### src/design/cht_ram.sv
// Generic single-write, single-read RAM with registered read data.
// No dependencies.
module cht_ram #(
  parameter int unsigned WIDTH = 8,
  parameter int unsigned DEPTH = 16
) (
  input  logic                     clk_i,
  input  logic                     we_i,
  input  logic [$clog2(DEPTH)-1:0] waddr_i,
  input  logic [WIDTH-1:0]         wdata_i,
  input  logic [$clog2(DEPTH)-1:0] raddr_i,
  output logic [WIDTH-1:0]         rdata_o
);

  logic [WIDTH-1:0] mem_q [DEPTH];

  always_ff @(posedge clk_i) begin
    if (we_i) begin
      mem_q[waddr_i] <= wdata_i;
    end
    rdata_o <= mem_q[raddr_i];
  end

endmodule

### config.mk
export PLATFORM = sky130hd
export DESIGN_NAME = cht_ram
export DESIGN_NICKNAME = d
export VERILOG_FILES = /design/src/design/cht_ram.sv
export SDC_FILE = /design/constraint.sdc
export NUM_CORES = 1
export LEC_CHECK = 0
export ABC_AREA = 1
export BUFFER_PORTS_ARGS = -buffer_cell sky130_fd_sc_hd__buf_2
export CAP_MARGIN = 20
export CORE_MARGIN = 1
export CORE_UTILIZATION = 40
export CTS_BUF_LIST = sky130_fd_sc_hd__clkbuf_8
export DETAILED_ROUTE_END_ITERATION = 8
export GPL_TIMING_DRIVEN = 0
export PLACE_DENSITY = 0.64
export SLEW_MARGIN = 40
export SYNTH_ARGS = -nofsm -noshare
export SYNTH_HDL_FRONTEND = slang
export SYNTH_SLANG_ARGS = --single-unit
### constraint.sdc
create_clock -name clk_i -period 1.2 [get_ports clk_i]
set_clock_uncertainty 0.2 [all_clocks]
set_input_delay 0.06 -clock clk_i [delete_from_list [all_inputs] [get_ports clk_i]]
set_output_delay 0.06 -clock clk_i [all_outputs]
set_load 0.005 [all_outputs]
==> results.md, run 1 <==
- Status: complete, no violations
- Tightest Pin Transition: 0.7212 ns
- Root Buffer Master: clkbuf_8
- Synthesized area per cell: 10.47 µm²
- Clk pin slew, worst setup/hold paths: 0.08 ns
- Worst slack at placement: -0.5794 ns
- Die W: 122.1 µm
- Most frequent cells in the layout: nand2_1 (167), edfxtp_1 (128), inv_1 (99)
- Multi-input logic area: 0.001411 mm²
- Worst vdd ir: 0.0007679 V
- CP max stage cell: edfxtp_1
- Final nets: 627
- Setup violations, final: 0
- Layout cell share with drive strength beyond 1: 20.90%
- Ant diodes: 0
- Initial antenna violation count: 0
- Setup crit end kind: flip-flop
- GRT Overall Usage: 20.51%
- Worst r2r src: mem_q[0][5]$_DFFE_PP_
- Hold_sp: raddr_i[1]
- Critical path's largest stage delay: 0.38 ns
- Gate count of the mapped netlist: 551
- Initial DRC count: 314
- Global-route wire length before repair: 21540 µm
- Max H-tree Level: 4
- Register area: 0.004004 mm²
- Area growth syn-to-layout: 20.16%
- CTS Buffer Depth: 2
- CP Cell Sequence: inv_1, nand2_1, nand3_2, nand3_2, nand3_2, nand2_2
- Cell area after layout: 0.006929 mm²
- Antenna-violating nets left: 0
- Leak: 2.962 nW
- Synth unique cells: 12
- Routed vias/inst: 4.994
- DRT Pass-1 Iters: 5
- Final worst slack: 0.009306 ns
- Dpl hpwl: 8959 µm
- Tmin final: 1.191 ns
- Max Slew Vio Count: 0
- WL met3: 1102 µm
- Io pins: 26
- Initial Util: 41.23%
- Final Cycle Share: 99.22%
- Final Hold Viols: 0
- Vias in the first global route: 3787
- Worst path bufs/invs: 1
- Max_cap viols: 0
- Met2 WL: 6600 µm
- Final core occ: 49.53%
- Core area: 0.01399 mm²
- PortBufs: 22
- Post-Syn Nets: 569
- Sink Count: 136
- Met1 Routed Length: 5893 µm
- Largest net degree at the start of global routing: 17
- Final wirelength: 14150 µm
- Yosys reg bits: 136
- PwrDens: 1505 mW/mm²
- GP Congestion: 0.8647
- CP most frequent cell: nand3_2
- Seq/Total Area, Yosys: 69.43%
- Crit path max-delay family: simple AND/OR/NAND/NOR gates
- Hold Crit Class: input pin to flip-flop
- F_max: 839.8 MHz
- Wirelength per Cell: 17.65 µm
- Filler cells: 1239
- Crit-path max FO: 1
- DRC: 0
- Total congestion overflow: 0
- Critical path launch point: mem_q[0][5]$_DFFE_PP_
- Cell row count: 43
- DR vias: 4005
- CP Class: flip-flop to flip-flop
- Final TNS setup: 0 ns
- Placed cell area: 0.006115 mm²
- Area of the die: 0.01490 mm²
- Worst relative slew slack: 51.74%
- RSZ-0062 raised after global routing: true
- Critical Path AT: 1.33 ns
- Ys Warns: 0
- Post-Synthesis Cell Area: 0.005767 mm²
- Tot Pwr: 10.43 mW
- Commonest non-fill, non-tap cell in the layout: nand2_1
- Max Used Layer: met4
- WP data required: 1.34 ns
- Worst setup SP type: flip-flop
- Worst skew pair latency: 0.44 ns
- Die height: 122.1 µm
- CTS Buf Count: 17
- TritonCTS clock tree: yes
[power by group]
group	total, mW	switching, mW	internal [mW]
Clock	4.31	1.83	2.48
Combinational	0.792	0.532	0.261
Sequential	5.33	0.0268	5.30
Total	10.4	2.39	8.04
[worst register-to-register path: stages, from the launching register on]
cell and delay, ns:
edfxtp_1 0.38, inv_1 0.08, nand2_1 0.07, nand3_2 0.08
nand3_2 0.08, nand3_2 0.13, nand2_2 0.06
[state kept, by name, summed over array words and instances (netlist names)]
| register | count |
|---|---|
| rdata_o | 8 |
| mem_q | 128 |
[kinds of logic (layout without fill, tap and decap cells)]
logic type             count (synthesis)  in the layout  synth area share (%)
and+or+nand+nor                      289            289                 21.05
buffers and inverters                126            197                 9.525
DFF                                  136            136                 69.43
[final timing paths]
path / slack [ns] / cells after the start / end
worst max-delay path: 0.009 / 6 / rdata_o[5]$_DFF_P_
worst min-delay path: 0.004 / 6 / rdata_o[2]$_DFF_P_
worst min register to register: 0.50 / 6 / rdata_o[1]$_DFF_P_
worst max register to register: 0.009 / 6 / rdata_o[5]$_DFF_P_
[through the flow]
stage,cells,hold slack [ns]
3_5_place_dp,753,0.2380
5_1_grt,802,0.02877
6_report,802,0.003613
4_1_cts,802,-0.01535
2_1_floorplan,551,-0.04113
3_3_place_gp,753,0.2377
[synthesized netlist by cell type]
cell type    n  area [µm²]
nor2_1      17       63.81
nand3b_1     2       15.01
buf_6        6       67.56
buf_4        4       30.03
nand2_1    173       649.4
nand3_1     97       485.5
edfxtp_1   128        3844
buf_2       13       65.06
dfxtp_1      8       160.2
inv_1      100       375.4
inv_2        2       7.510
buf_1        1       3.750
[final cells by class]
| class | count | area share (%) |
|---|---|---|
| Clock inverter | 15 | 3.214 |
| Sequential cell | 136 | 57.78 |
| Multi-Input combinational cell | 289 | 20.37 |
| Tap cell | 180 | 3.250 |
| Clock buffer | 17 | 3.377 |
| Buffer | 24 | 2.438 |
| Inverter | 102 | 5.525 |
| Timing Repair Buffer | 39 | 4.045 |
[layer usage]
layer  global-route usage, %  up-vias
met2                   31.50      194
met3                   5.618       40
li1                        -     1890
met5                       0        -
met4                   9.680        0
met1                   26.95     1881
[timing repair]
| action | CTS | global route |
|---|---|---|
| setup buffers | 0 | 0 |
| endpoints found under the setup margin | 28 | 34 |
| hold buffers | 17 | 0 |
| pin swaps | 1 | 9 |
| hold endpoints to repair | 144 | 0 |
| resized for setup | 11 | 35 |
(Power assumes the default switching activity.)
==> run 2: changes to the inputs <==
--- a/config.mk
+++ b/config.mk
@@ -15,5 +15,4 @@
 export GPL_TIMING_DRIVEN = 0
 export PLACE_DENSITY = 0.64
-export SLEW_MARGIN = 40
 export SYNTH_ARGS = -nofsm -noshare
 export SYNTH_HDL_FRONTEND = slang
==> constraint.sdc (replaced) <==
create_clock -name clk_i -period 1.2 [get_ports clk_i]
set_clock_uncertainty 0.2 [all_clocks]
set_input_delay 0 -clock clk_i [delete_from_list [all_inputs] [get_ports clk_i]]
set_output_delay 0 -clock clk_i [all_outputs]
set_load 0.005 [all_outputs]
==> run 2 against run 1 <==
Effect of this change: the run now ends with hold timing, setup timing left; sequential share of layout area rose by 0.42 points; clock-buffer cell count did not move; wire length fell by 1.7%.
==> results.md, run 2 (synthesized netlist as in run 1, its figures left out) <==
- Placed cell area: 0.006102 mm²
- Reg with most FFs: mem_q
- GP Congestion: 0.8647
- Most frequent cells in the layout: nand2_1 (165), edfxtp_1 (128), inv_1 (100)
- Sink Count: 136
- Root Buffer Master: clkbuf_8
- Failing checks: hold timing, setup timing
- Setup violations, final: 16
- DR vias: 3902
- Antenna-violating nets left: 0
- PwrDens: 1456 mW/mm²
- Final nets: 625
- Vias in the first global route: 3750
- Filler cells: 1245
- Final Hold Viols: 35
- Cell row count: 43
- Die W: 122.1 µm
- Leak: 2.951 nW
- Initial antenna violation count: 0
- Tmin final: 1.242 ns
- GRT Overall Usage: 20.23%
- Tightest Pin Transition: 0.9842 ns
- Max_cap viols: 0
- CTS Buf Count: 17
- Fin cells: 800
- Hold Crit Class: input pin to flip-flop
- Worst setup SP type: input pin
- Area growth syn-to-layout: 19.29%
- Max FFs per register: 128
- F_max: 805.3 MHz
- Global-route wire length before repair: 21160 µm
- PortBufs: 22
- Setup crit end kind: flip-flop
- Postcts setup bufs: 0
- TritonCTS clock tree: yes
- Initial DRC count: 294
- Final Cycle Share: 103.5%
- Dpl hpwl: 8931 µm
- Final worst slack: -0.04181 ns
- Critical Path AT: 1.12 ns
- Max Slew Vio Count: 0
- Die height: 122.1 µm
- Cell area after layout: 0.006879 mm²
- Biggest regs: mem_q (128), rdata_o (8)
- CP max stage cell: nor2_1
- Clk pin slew, worst setup/hold paths: 0.08 ns
- Routed vias/inst: 4.878
- Worst relative slew slack: 34.15%
- Final wirelength: 13910 µm
- CTS Buffer Depth: 2
- RSZ-0062 raised after global routing: true
- Area of the die: 0.01490 mm²
- Crit-path max FO: 8
- Initial Util: 41.23%
- Largest net degree at the start of global routing: 17
- Critical path's largest stage delay: 0.77 ns
- Total congestion overflow: 0
- Worst skew pair latency: 0.45 ns
- Io pins: 26
- Placed insts: 753
- Worst vdd ir: 0.0006875 V
- CP Cell Sequence: buf_2, nand3b_1, nor2_1
- Commonest non-fill, non-tap cell in the layout: nand2_1
- Wirelength per Cell: 17.39 µm
- Core area: 0.01399 mm²
- Ant diodes: 0
- WP data required: 1.07 ns
- Layout cell share with drive strength beyond 1: 20.48%
- Status: finished, violations left
- DRT Pass-1 Iters: 7
- DRC: 0
- CP Class: input pin to flip-flop
- Max H-tree Level: 4
- Hold_ws: -0.08072 ns
-- run 2: cell count changes in the layout (fill, tap and decap cells not counted), moves of 9 or more --
cell	before	now
nand3_1	68	59
nor2_2	15	2
nand3_2	29	38
nor2_1	2	15
-- run 2: final cells by class --
class                           count  area (µm²)  area share, %
Sequential cell                   136        4004          58.20
Multi-Input combinational cell    289        1429          20.77
Inverter                          102       382.9          5.566
Timing Repair Buffer               37       260.3          3.783
Clock buffer                       17       234.0          3.401
Tap cell                          180       225.2          3.274
Clock inverter                     15       177.7          2.583
Buffer                             24       166.4          2.419
-- run 2: worst paths after layout --
| path | start | to | slack (ns) | cells after the start |
|---|---|---|---|---|
| worst max register to register | mem_q[14][0]$_DFFE_PP_ | rdata_o[0]$_DFF_P_ | 0.02 | 6 |
| worst min-delay path | waddr_i[1] | mem_q[11][6]$_DFFE_PP_ | -0.08 | 3 |
| worst min register to register | mem_q[6][7]$_DFFE_PP_ | rdata_o[7]$_DFF_P_ | 0.52 | 6 |
| worst max-delay path | waddr_i[3] | mem_q[5][5]$_DFFE_PP_ | -0.04 | 3 |
-- run 2: routing by layer --
metal  track usage (%)  part of all wire, %  vias to the layer above
met5                 0                    0                        -
met4             11.05                  3.7                        0
met3             4.541                  7.3                       36
met2             31.57                   47                      172
met1             26.22                   42                     1808
li1                  -                    -                     1886
-- run 2: timing repair --
| action | 4_1_cts | 5_1_grt |
|---|---|---|
| endpoints found under the hold margin | 208 | 24 |
| endpoints found under the setup margin | 12 | 40 |
| gates resized for setup | 5 | 44 |
| hold buffers | 12 | 3 |
| pin swaps | 1 | 16 |
-- run 2: power breakdown --
| part | total (mW) | internal [mW] | switching [mW] |
|---|---|---|---|
| registers | 5.33 | 5.30 | 0.0268 |
| logic | 0.787 | 0.260 | 0.526 |
| clock network | 3.90 | 2.06 | 1.84 |
| total | 10.0 | 7.62 | 2.40 |
-- run 2: worst max-delay path, delay by kind of cell --
kind	cells	cell delay [ns]
buffers and inverters	1	0.12
AND/OR/NAND/NOR	2	0.99
-- run 2: per-stage QoR --
stage	worst slack, ns	utilization [%]	hold WS (ns)	setup TNS (ns)	power (mW)
6_report	-0.04181	49.18	-0.08072	-0.5598	10.02
5_1_grt	-0.07028	49.18	-0.05411	-1.357	10.33
3_3_place_gp	-0.4762	43.62	0.1777	-46.64	6.098
2_1_floorplan	0.04916	-	-0.1011	0	5.812
3_5_place_dp	-0.5021	43.62	0.1795	-49.67	6.114
4_1_cts	-0.01256	47.60	-0.2134	-0.06865	9.994
