--- config.mk ---
export PLATFORM = sky130hd
export DESIGN_NAME = cht_mod
export DESIGN_NICKNAME = d
export VERILOG_FILES = /design/src/design/cht_mod.sv
export SDC_FILE = /design/constraint.sdc
export NUM_CORES = 1
export LEC_CHECK = 0
export ABC_AREA = 1
export BUFFER_PORTS_ARGS = -buffer_cell sky130_fd_sc_hd__buf_2
export CORE_AREA = 2 2 39 41
export CTS_BUF_LIST = sky130_fd_sc_hd__clkbuf_4 sky130_fd_sc_hd__clkbuf_8
export CTS_CLUSTER_SIZE = 10
export DETAILED_ROUTE_END_ITERATION = 16
export DIE_AREA = 0 0 41 43
export GPL_TIMING_DRIVEN = 1
export PLACE_DENSITY = 0.67
export SYNTH_ARGS = -nofsm -noshare
export SYNTH_HDL_FRONTEND = slang
export SYNTH_SLANG_ARGS = --single-unit
--- constraint.sdc ---
create_clock -name clk_i -period 1.65 [get_ports clk_i]
set_clock_uncertainty 0.2 [all_clocks]
set_input_delay 0.2475 -clock clk_i [delete_from_list [all_inputs] [get_ports clk_i]]
set_output_delay 0.2475 -clock clk_i [all_outputs]
set_load 0.05 [all_outputs]
--- src/design/cht_mod.sv ---
// Key modulo bucket count: mask for a power-of-two count, otherwise one key
// byte at a time, each reduced by a reciprocal multiply and then a subtract.
// No dependencies.
module cht_mod #(
  parameter int unsigned BUCKETS  = 256,
  parameter int unsigned KEY_BITS = 32
) (
  input  logic                             clk_i,
  input  logic                             rst_ni,
  input  logic                             start_i,
  input  logic [KEY_BITS-1:0]              key_i,
  output logic                             done_o,
  output logic [$clog2(2*BUCKETS)-1:0]     rem_o
);

  localparam int unsigned SW   = $clog2(2*BUCKETS);
  localparam bit          POW2 = (BUCKETS & (BUCKETS - 1)) == 0;

  logic [SW-1:0] rem_q;

  assign rem_o = rem_q;

  if (POW2) begin : g_mask
    // Power-of-two count: low key bits are the bucket
    always_ff @(posedge clk_i or negedge rst_ni) begin
      if (!rst_ni) begin
        rem_q <= '0;
      end else if (start_i) begin
        rem_q <= SW'(key_i % BUCKETS);
      end
    end
    assign done_o = 1'b1;
  end else begin : g_recip
    localparam int unsigned BW  = $clog2(BUCKETS);
    localparam int unsigned VW  = BW + 8;
    localparam int unsigned MW  = VW + 1;
    localparam int unsigned PW  = VW + MW;
    localparam int unsigned SH  = VW + BW;
    localparam int unsigned NCH = (KEY_BITS + 7) / 8;
    localparam int unsigned KP  = NCH * 8;
    localparam int unsigned CW  = $clog2(NCH + 1);
    localparam longint unsigned MUL_L =
      ((64'd1 << SH) + 64'(BUCKETS) - 64'd1) / 64'(BUCKETS);
    localparam logic [MW-1:0] MUL = MW'(MUL_L);

    logic [KP-1:0] sh_q;
    logic [CW-1:0] cnt_q;
    logic          busy_q;
    logic          ph_q;
    logic [7:0]    quo_q;
    logic [VW-1:0] dvd;
    logic [PW-1:0] prod;
    logic [VW-1:0] qb;

    // Partial remainder with the next key byte appended
    assign dvd  = {rem_q[BW-1:0], sh_q[KP-1 -: 8]};
    // Exact quotient digit by reciprocal multiply, then its multiple
    assign prod = PW'(dvd) * PW'(MUL);
    assign qb   = VW'(quo_q) * VW'(BUCKETS);

    // Sequencer: phase 0 forms the digit, phase 1 the new remainder
    always_ff @(posedge clk_i or negedge rst_ni) begin
      if (!rst_ni) begin
        busy_q <= 1'b0;
        ph_q   <= 1'b0;
        cnt_q  <= '0;
      end else if (start_i) begin
        busy_q <= 1'b1;
        ph_q   <= 1'b0;
        cnt_q  <= '0;
      end else if (busy_q) begin
        ph_q <= !ph_q;
        if (ph_q) begin
          cnt_q <= cnt_q + 1'b1;
          if (cnt_q == CW'(NCH - 1)) begin
            busy_q <= 1'b0;
          end
        end
      end
    end

    // Datapath
    always_ff @(posedge clk_i) begin
      if (start_i) begin
        sh_q  <= KP'(key_i);
        rem_q <= '0;
      end else if (busy_q) begin
        if (!ph_q) begin
          quo_q <= prod[SH +: 8];
        end else begin
          rem_q <= SW'(dvd - qb);
          sh_q  <= sh_q << 8;
        end
      end
    end

    assign done_o = !busy_q;
  end

endmodule

==> summary.txt, run 1 <==
width of the chip: 41 um
clock network fraction of total power: 28.4%
fraction of layout cells with a size suffix above 1: 33.85%
required time of the critical path: 1200 ps
register area share after synthesis: 61.07%
die area: 0.001763 mm2
slowest cell on the critical path: sky130_fd_sc_hd__dfrtp_1
DR WL/cell: 8.148 um
global-route usage over all layers: 8.722%
Cell Count Post-Placement: 69
total global routing overflow: 0
area of the core: 0.001384 mm2
clock buffer depth: 2
clock latency reported for the late side of the worst-skew pair: 250 ps
cell area after technology mapping: 327.8 um2
mean instance size in the synthesized netlist: 8.627 um2
std cell rows: 14
Initial DRT Pass Iterations: 4
initial core utilization: 23.69%
first-pass GRT wire length: 924 um
Slew Limit Fails: 0
family with the most delay on the worst path: flip-flops
crit-path max FO: 2
Iteration-0 DRC Markers: 5
instance count of the mapped netlist: 38
flip-flop count of the largest register after layout: 8
Max-cap violations: 0
reported net switching power: 172.7 uW
number of warnings printed during yosys synthesis: 0
layout filler cell count: 144
post-layout net count: 102
number of remaining DRC errors: 0
Routability Congestion: 0.6364
endpoint class of the critical path: primary output
type of the tightest min-delay check: input pin to register
diodes inserted: 0
endpoints failing hold: 0
number of port buffers: 18
proportion of total power due to net switching: 33.77%
areal power density over the cells: 975.5 mW/mm2
Clock H-tree levels: 1
type of element launching the critical path: register
setup repair after global routing missed its margin: no
root buf cell: sky130_fd_sc_hd__clkbuf_4
number of buffer and inverter instances along the worst setup path: 1
maximum VDD drop: 0.2948 mV
maximum frequency from static timing analysis: 771.2 MHz
most frequent standard cell in the layout excluding fill and tap cells: sky130_fd_sc_hd__nand2_1
post-route ant nets: 0
summed negative setup slack over all endpoints: 0 ps
CTS tree: done
total nets after synthesis: 73
Reg power frac: 43.2%
# clock sinks: 8
smallest hold slack: 106.4 ps
post-synth cell types: 6
Util after Layout: 37.88%
via density per instance: 3.728
number of global-route vias before repair: 245
post-CTS resize count: 0
number of top-level pins: 45
count of final setup violators: 0
total power: 511.4 uW
clock transition at the register clock pins on the worst setup and hold paths after CTS: 50 ps
total vias in the final route: 302
Cell Chain, Critical Path: buf_2
final std cells w/o fill: 81
Int Pwr: 338.7 uW
Gate power share: 28.4%
Worst Path Arrival: 850 ps
flops & latches, synth: 8
post-synthesis to final-layout area growth: 59.92%
clock buffer count from CTS: 3
delay contributed by the slowest stage of the critical path: 340 ps
vertical die dimension: 43 um
pin count of the biggest net entering global routing: 10
Worst Path Class, Setup: register to primary output
leakage dissipation: 0.3026 nW
antenna violations before repair: 0
outcome: finished, final reports clean
commonest cells after routing, fill and taps aside: 24 x sky130_fd_sc_hd__nand2_1, 18 x sky130_fd_sc_hd__buf_2, 9 x sky130_fd_sc_hd__dlygate4sd3_1, 8 x sky130_fd_sc_hd__dfrtp_1, 3 x sky130_fd_sc_hd__clkbuf_4
HPWL after detailed placement: 485.8 um
total detailed-routing wirelength: 660 um
final critical-path required period: 1297 ps
ratio of final minimum period to clock period: 78.59%
==> layout make-up <==
| type | count | area, um2 | area share (%) |
|---|---|---|---|
| flip-flops and latches | 8 | 200.2 | 38.19 |
| well taps | 16 | 20.02 | 3.819 |
| repair buffers | 27 | 180.2 | 34.37 |
| inverters | 1 | 3.754 | 0.7160 |
| multi-input cells | 26 | 97.59 | 18.62 |
| clock buffers | 3 | 22.52 | 4.296 |
==> power groups by stage <==
| stage | combinational (mW) | sequential (mW) | clock [mW] |
|---|---|---|---|
| after detailed placement | 0.130 | 0.224 | 0 |
| final | 0.145 | 0.221 | 0.145 |
| after global placement | 0.129 | 0.224 | 0 |
| after floorplan | 0.0353 | 0.288 | 0 |
| after global routing | 0.155 | 0.222 | 0.161 |
| after CTS | 0.146 | 0.221 | 0.155 |
==> synth_stat cells <==
cell type	count	area, um2
sky130_fd_sc_hd__buf_4	2	15.01
sky130_fd_sc_hd__dfrtp_1	8	200.2
sky130_fd_sc_hd__nand2_1	24	90.09
sky130_fd_sc_hd__buf_6	1	11.26
sky130_fd_sc_hd__conb_1	2	7.510
sky130_fd_sc_hd__inv_2	1	3.750
==> metrics by stage <==
step,worst slack [ps],area [um2]
detailed placement,616.7,411.6
global placement,622.2,411.6
floorplan,602.2,327.8
finish,353.2,524.3
CTS,334.1,524.3
global route,318.2,524.3
==> metal layers <==
layer | part of all wire (%) | track usage (%) | up-vias
met5 | 0 | 0 | -
li1 | - | - | 160
met3 | 8.3 | 3.141 | 0
met2 | 43 | 11.25 | 13
met4 | 0 | 10.00 | 0
met1 | 48 | 9.635 | 129
==> final timing paths <==
| kind | start | to | slack [ps] | cells after the start |
|---|---|---|---|---|
| setup / recovery | rem_o[7] | rem_o[7] | 350 | 1 |
| hold / removal | start_i | rem_o[4] | 110 | 3 |
| setup reg to reg | rem_o[2] | rem_o[2] | 860 | 2 |
| hold reg to reg | rem_o[0] | rem_o[0] | 260 | 2 |
| max in group asynchronous | rst_ni | rem_o[3] | 920 | 2 |
| min in group asynchronous | rst_ni | rem_o[5] | 170 | 2 |
==> logic make-up after synthesis <==
family / count (synthesis) / synth area share [%]
buffers and inverters: 4 / 9.158
DFF: 8 / 61.07
other: 2 / 2.291
and+or+nand+nor: 24 / 27.48
==> what timing repair did <==
action                                 in CTS  in global routing
buffers inserted                            0                  0
hold buffers                                9                  0
endpoints found under the hold margin      16                  0
Power figures use the tool's default switching activity.
==> inputs of run 2 (changes only) <==
- clock period: 1.65 -> 1.22 ns (I/O delays scaled with it)
==> run 2 against run 1 <==
Net effect: total power grew 39%; sequential cell count did not move; utilization grew 2.0 points; combinational power is 48% higher; critical path type unchanged; die area is the same; wire length grew 0.76%; largest cell class is now non-clock buffers; critical endpoint is now rem_o[6].
==> summary.txt, run 2 (synthesized netlist as in run 1, its figures left out) <==
CTS tree: done (unchanged)
count of final setup violators: 0 (unchanged)
flip-flop count of the largest register after layout: 8 (unchanged)
ratio of final minimum period to clock period: 97.79%
pin count of the biggest net entering global routing: 10 (unchanged)
global-route usage over all layers: 8.925% (was 8.722%)
family with the most delay on the worst path: flip-flops (unchanged)
outcome: finished, final reports clean (unchanged)
area of the core: 0.001384 mm2 (unchanged)
# Post-CTS Setup Buffers: 0 (unchanged)
clock buffer count from CTS: 3 (unchanged)
endpoint class of the critical path: primary output (unchanged)
slowest cell on the critical path: sky130_fd_sc_hd__dfrtp_1 (unchanged)
# clock sinks: 8 (unchanged)
total vias in the final route: 301 (was 302)
required time of the critical path: 840 ps (was 1200 ps)
Reg power frac: 42.4% (was 43.2%)
crit-path max FO: 2 (unchanged)
Cell Chain, Critical Path: buf_4 (was buf_2)
std cell rows: 14 (unchanged)
start point of the worst hold path: start_i (unchanged)
clock latency reported for the late side of the worst-skew pair: 250 ps (about the same)
via density per instance: 3.716 (was 3.728)
delay contributed by the slowest stage of the critical path: 370 ps (was 340 ps)
layout filler cell count: 142 (was 144)
initial core utilization: 23.69% (unchanged)
leakage dissipation: 0.3102 nW (was 0.3026 nW)
Slew Limit Fails: 0 (unchanged)
total global routing overflow: 0 (unchanged)
Int Pwr: 475.8 uW (was 338.7 uW)
clock transition at the register clock pins on the worst setup and hold paths after CTS: 50 ps (about the same)
post-layout net count: 102 (unchanged)
reported net switching power: 235.9 uW (was 172.7 uW)
antenna violations before repair: 0 (unchanged)
reg-to-reg critical path startpoint: rem_o[7] (was rem_o[2])
final critical-path required period: 1193 ps
endpoints failing hold: 0 (unchanged)
final std cells w/o fill: 81 (unchanged)
post-route ant nets: 0 (unchanged)
number of top-level pins: 45 (unchanged)
most frequent standard cell in the layout excluding fill and tap cells: sky130_fd_sc_hd__nand2_1 (unchanged)
number of buffer and inverter instances along the worst setup path: 1 (unchanged)
setup repair after global routing missed its margin: no (unchanged)
DR WL/cell: 8.210 um (was 8.148 um)
type of the tightest min-delay check: input pin to register (unchanged)
summed negative setup slack over all endpoints: 0 ps (unchanged)
number of global-route vias before repair: 257 (was 245)
Routability Congestion: 0.6364 (unchanged)
total detailed-routing wirelength: 665 um (was 660 um)
proportion of total power due to net switching: 33.14% (was 33.77%)
root buf cell: sky130_fd_sc_hd__clkbuf_4 (unchanged)
fraction of layout cells with a size suffix above 1: 33.85% (unchanged)
HPWL after detailed placement: 485.8 um (unchanged)
areal power density over the cells: 1290 mW/mm2 (was 975.5 mW/mm2)
Util after Layout: 39.87% (was 37.88%)
commonest cells after routing, fill and taps aside: 24 x sky130_fd_sc_hd__nand2_1, 10 x sky130_fd_sc_hd__buf_2, 9 x sky130_fd_sc_hd__dlygate4sd3_1, 8 x sky130_fd_sc_hd__dfrtp_1, 6 x sky130_fd_sc_hd__buf_4 (was 24 x sky130_fd_sc_hd__nand2_1, 18 x sky130_fd_sc_hd__buf_2, 9 x sky130_fd_sc_hd__dlygate4sd3_1, 8 x sky130_fd_sc_hd__dfrtp_1, 3 x sky130_fd_sc_hd__clkbuf_4)
Worst R2R Setup Slack: 410 ps (was 860 ps)
Initial DRT Pass Iterations: 4 (unchanged)
post-synthesis to final-layout area growth: 68.32% (was 59.92%)
first-pass GRT wire length: 952 um (was 924 um)
Worst Path Arrival: 810 ps (was 850 ps)
type of element launching the critical path: register (unchanged)
launching instance or port of the critical path: rem_o[6] (was rem_o[7])
Iteration-0 DRC Markers: 5 (unchanged)
Gate power share: 30.0% (was 28.4%)
clock network fraction of total power: 27.6% (was 28.4%)
number of port buffers: 18 (unchanged)
Clock H-tree levels: 1 (unchanged)
diodes inserted: 0 (unchanged)
Worst Path Class, Setup: register to primary output (unchanged)
vertical die dimension: 43 um (unchanged)
number of remaining DRC errors: 0 (unchanged)
Cell Count Post-Placement: 69 (unchanged)
die area: 0.001763 mm2 (unchanged)
maximum frequency from static timing analysis: 838.2 MHz
Max-cap violations: 0 (unchanged)
width of the chip: 41 um (unchanged)
clock buffer depth: 2 (unchanged)
maximum VDD drop: 0.4033 mV (was 0.2948 mV)
[run 2: changes by cell type in the layout (fill, tap and decap cells not counted)]
cell,change
sky130_fd_sc_hd__buf_2,-8
sky130_fd_sc_hd__buf_4,+6
sky130_fd_sc_hd__buf_6,+2
[run 2: worst paths after layout]
kind / endpoint / cells past startpoint
setup / recovery: rem_o[6] / 1
hold / removal: rem_o[4] / 3
setup reg to reg: rem_o[7] / 2
hold reg to reg: rem_o[6] / 2
max in group asynchronous: rem_o[3] / 2
min in group asynchronous: rem_o[5] / 2
[run 2: final cells by class]
type | count | area [um2] | share of cell area, %
repair buffers | 27 | 207.7 | 37.64
flip-flops and latches | 8 | 200.2 | 36.28
multi-input cells | 26 | 97.59 | 17.69
clock buffers | 3 | 22.52 | 4.082
well taps | 16 | 20.02 | 3.628
inverters | 1 | 3.754 | 0.6803
[run 2: worst reg2reg max path: cells and delay by family, from the launching register on]
kind	cells	cell delay, ps
and+or+nand+nor	2	110
DFF	1	390
[run 2: what timing repair did]
item,in CTS,in global routing
hold buffers,9,0
resized for setup,8,2
hold endpoints to repair,16,0
setup endpoints to repair,8,2
[run 2: metal layers]
layer | global-route usage (%) | wire [um] | part of all wire, %
met5 | 0 | 0 | 0
met4 | 10.00 | 0 | 0
met3 | 3.141 | 55 | 8.3
met2 | 11.88 | 293 | 44
met1 | 9.635 | 316 | 48
[run 2: power groups by stage]
| stage | Sequential (mW) | Combinational (mW) | Clock, mW |
|---|---|---|---|
| global placement | 0.304 | 0.174 | 0 |
| floorplan | 0.390 | 0.0478 | 0 |
| finish | 0.301 | 0.214 | 0.196 |
| detailed placement | 0.303 | 0.176 | 0 |
| global route | 0.303 | 0.228 | 0.217 |
| CTS | 0.300 | 0.212 | 0.210 |
[run 2: per-stage QoR]
stage	worst slack, ps	total power, mW	hold WS [ps]	cell area [um2]
global placement	256.7	0.4774	-171.6	411.6
CTS	6.859	0.7220	35.31	544.3
finish	26.97	0.7117	41.95	551.8
detailed placement	251.2	0.4796	-167.9	411.6
global route	3.232	0.7481	48.83	551.8
floorplan	187.5	0.4373	-312.6	327.8
==> inputs of run 3 (changes only) <==
- ABC_AREA: 1 -> not set
- PLACE_DENSITY: 0.67 -> 0.69
==> run 3 against run 2 <==
Net effect: utilization increased by 3.5 points; synthesized area increased by 8.0%; wire length increased by 13%; clock-buffer cell count unchanged; total power increased by 8.4%; sequential share of layout area decreased by 2.9 points; clock power about the same; critical path type unchanged; critical endpoint is now rem_o[5]; largest cell class unchanged; largest power group unchanged.
==> summary.txt, run 3 <==
outcome: finished, final reports clean (unchanged)
number of buffer and inverter instances along the worst setup path: 1 (unchanged)
most frequent standard cell in the layout excluding fill and tap cells: sky130_fd_sc_hd__buf_2 (was sky130_fd_sc_hd__nand2_1)
crit-path max FO: 2 (unchanged)
Post-synth EDFFs: 0 (unchanged)
initial core utilization: 25.59% (was 23.69%)
mean instance size in the synthesized netlist: 16.86 um2 (was 8.627 um2)
Max-cap violations: 0 (unchanged)
die area: 0.001763 mm2 (unchanged)
commonest cells after routing, fill and taps aside: 10 x sky130_fd_sc_hd__buf_2, 9 x sky130_fd_sc_hd__dlygate4sd3_1, 8 x sky130_fd_sc_hd__mux2_4, 8 x sky130_fd_sc_hd__buf_6, 8 x sky130_fd_sc_hd__dfrtp_1 (was 24 x sky130_fd_sc_hd__nand2_1, 10 x sky130_fd_sc_hd__buf_2, 9 x sky130_fd_sc_hd__dlygate4sd3_1, 8 x sky130_fd_sc_hd__dfrtp_1, 6 x sky130_fd_sc_hd__buf_4)
global-route usage over all layers: 10.33% (was 8.925%)
antenna violations before repair: 0 (unchanged)
count of final setup violators: 0 (unchanged)
root buf cell: sky130_fd_sc_hd__clkbuf_4 (unchanged)
clock latency reported for the late side of the worst-skew pair: 250 ps (about the same)
total power: 771.5 uW (was 711.7 uW)
Routability Congestion: 0.6089 (was 0.6364)
final critical-path required period: 1190 ps (was 1193 ps)
post-layout net count: 85 (was 102)
area of the core: 0.001384 mm2 (unchanged)
total nets after synthesis: 56 (was 73)
areal power density over the cells: 1285 mW/mm2 (was 1290 mW/mm2)
number of top-level pins: 45 (unchanged)
std cell rows: 14 (unchanged)
maximum VDD drop: 0.4637 mV (was 0.4033 mV)
required time of the critical path: 840 ps (about the same)
number of remaining DRC errors: 0 (unchanged)
post-synth cell types: 5 (was 6)
clock network fraction of total power: 25.0% (was 27.6%)
flops & latches, synth: 8 (unchanged)
pin count of the biggest net entering global routing: 9 (was 10)
clock transition at the register clock pins on the worst setup and hold paths after CTS: 50 ps (about the same)
width of the chip: 41 um (unchanged)
fraction of layout cells with a size suffix above 1: 60.42% (was 33.85%)
summed negative setup slack over all endpoints: 0 ps (unchanged)
Cell Chain, Critical Path: buf_6 (was buf_4)
clock buffer depth: 2 (unchanged)
reported net switching power: 247.2 uW (was 235.9 uW)
post-synthesis to final-layout area growth: 69.61% (was 68.32%)
ratio of final minimum period to clock period: 97.57% (was 97.79%)
slowest cell on the critical path: sky130_fd_sc_hd__dfrtp_1 (unchanged)
Worst Path Class, Setup: register to primary output (unchanged)
Iteration-0 DRC Markers: 0 (was 5)
total global routing overflow: 0 (unchanged)
flip-flop count of the largest register after layout: 8 (unchanged)
Levels on crit path: 1 (unchanged)
leading cell types by total area after synthesis: sky130_fd_sc_hd__dfrtp_1 57%, sky130_fd_sc_hd__mux2_4 34%, sky130_fd_sc_hd__buf_4 4.2% (was sky130_fd_sc_hd__dfrtp_1 61%, sky130_fd_sc_hd__nand2_1 27%, sky130_fd_sc_hd__buf_4 4.6%)
setup repair after global routing missed its margin: yes (was no)
HPWL after detailed placement: 464.9 um (was 485.8 um)
maximum frequency from static timing analysis: 840.1 MHz (was 838.2 MHz)
cell area after technology mapping: 354.1 um2 (was 327.8 um2)
diodes inserted: 0 (unchanged)
Worst Path Arrival: 810 ps (about the same)
leading post-synthesis cells by instance count: 8 x sky130_fd_sc_hd__dfrtp_1, 8 x sky130_fd_sc_hd__mux2_4, 2 x sky130_fd_sc_hd__buf_4, 2 x sky130_fd_sc_hd__conb_1, 1 x sky130_fd_sc_hd__buf_6 (was 24 x sky130_fd_sc_hd__nand2_1, 8 x sky130_fd_sc_hd__dfrtp_1, 2 x sky130_fd_sc_hd__buf_4, 2 x sky130_fd_sc_hd__conb_1)
leakage dissipation: 0.3049 nW (was 0.3102 nW)
number of warnings printed during yosys synthesis: 0 (unchanged)
delay contributed by the slowest stage of the critical path: 400 ps (was 370 ps)
endpoints failing hold: 0 (unchanged)
via density per instance: 3.844 (was 3.716)
Register-to-Register Path Depth: 1 (was 2)
largest area contributor in the netlist: sky130_fd_sc_hd__dfrtp_1 (unchanged)
number of global-route vias before repair: 291 (was 257)
vertical die dimension: 43 um (unchanged)
Int Pwr: 524.3 uW (was 475.8 uW)
proportion of total power due to net switching: 32.04% (was 33.14%)
# clock sinks: 8 (unchanged)
most common flop cell mapped by yosys: sky130_fd_sc_hd__dfrtp_1 (unchanged)
layout filler cell count: 131 (was 142)
register area share after synthesis: 56.54% (was 61.07%)
number of port buffers: 18 (unchanged)
clock buffer count from CTS: 3 (unchanged)
post-route ant nets: 0 (unchanged)
DR WL/cell: 11.75 um (was 8.210 um)
Initial DRT Pass Iterations: 1 (was 4)
type of the tightest min-delay check: input pin to async pin (was input pin to register)
endpoint class of the critical path: primary output (unchanged)
CTS tree: done (unchanged)
type of element launching the critical path: register (unchanged)
first-pass GRT wire length: 1090 um (was 952 um)
total detailed-routing wirelength: 752 um (was 665 um)
Clock H-tree levels: 1 (unchanged)
Synth async-reset ratio: 100.0% (unchanged)
Gate power share: 34.5% (was 30.0%)
Slew Limit Fails: 0 (unchanged)
share of Yosys cell area claimed by the top area cell type: 56.54% (was 61.07%)
family with the most delay on the worst path: flip-flops (unchanged)
instance count of the mapped netlist: 21 (was 38)
total vias in the final route: 246 (was 301)
Reg power frac: 40.5% (was 42.4%)
==> run 3: timing repair <==
item / in CTS / in global routing
hold endpoints to repair: 16 / 0
resized for setup: 8 / 8
endpoints found under the setup margin: 8 / 8
buffers inserted: 0 / 0
hold buffers: 9 / 0
==> run 3: layout make-up <==
type	count	area [um2]	share of cell area, %
Clock buffer	3	22.52	3.750
Multi-Input combinational cell	10	127.6	21.25
Sequential cell	8	200.2	33.33
Tap cell	16	20.02	3.333
Timing Repair Buffer	27	230.2	38.33
==> run 3: metal layers <==
layer	global-route usage [%]	share of wire [%]	up-vias
li1	-	-	119
met2	17.50	50	19
met4	8.000	0	0
met5	0	0	-
met3	4.712	8.0	0
met1	8.278	42	108
==> run 3: through the flow <==
stage          hold WS (ps)  setup WS [ps]  cell area (um2)  utilization [%]  std cells
6_report              116.2          29.59            600.6            43.40         64
5_1_grt               118.5         -12.79            600.6            43.40         64
4_1_cts               101.5          2.997            570.5            41.23         64
3_5_place_dp         -168.1          124.6            437.9            31.65         52
3_3_place_gp         -172.0          142.5            437.9            31.65         52
2_1_floorplan        -312.6          25.72            354.1                -         21
==> run 3: power by group through the flow <==
stage	clock network, mW	logic [mW]	registers (mW)
after floorplan	0	0.0707	0.405
after CTS	0.209	0.251	0.307
after detailed placement	0	0.213	0.309
after global routing	0.233	0.281	0.315
after global placement	0	0.211	0.309
final	0.193	0.266	0.312
==> run 3: kinds of logic after synthesis <==
family	synth area share, %
mux	33.92
other cells	2.121
buf+inv	7.419
flops	56.54
==> run 3: path summary, 6_finish.rpt <==
check	startpoint	endpoint	slack [ps]
worst min register to register	rem_o[3]	rem_o[3]	330
worst max register to register	rem_o[5]	rem_o[5]	240
worst min-delay path	rst_ni	rem_o[4]	120
max in group asynchronous	rst_ni	rem_o[7]	540
min in group clk_i	start_i	rem_o[5]	170
worst max-delay path	rem_o[5]	rem_o[5]	30
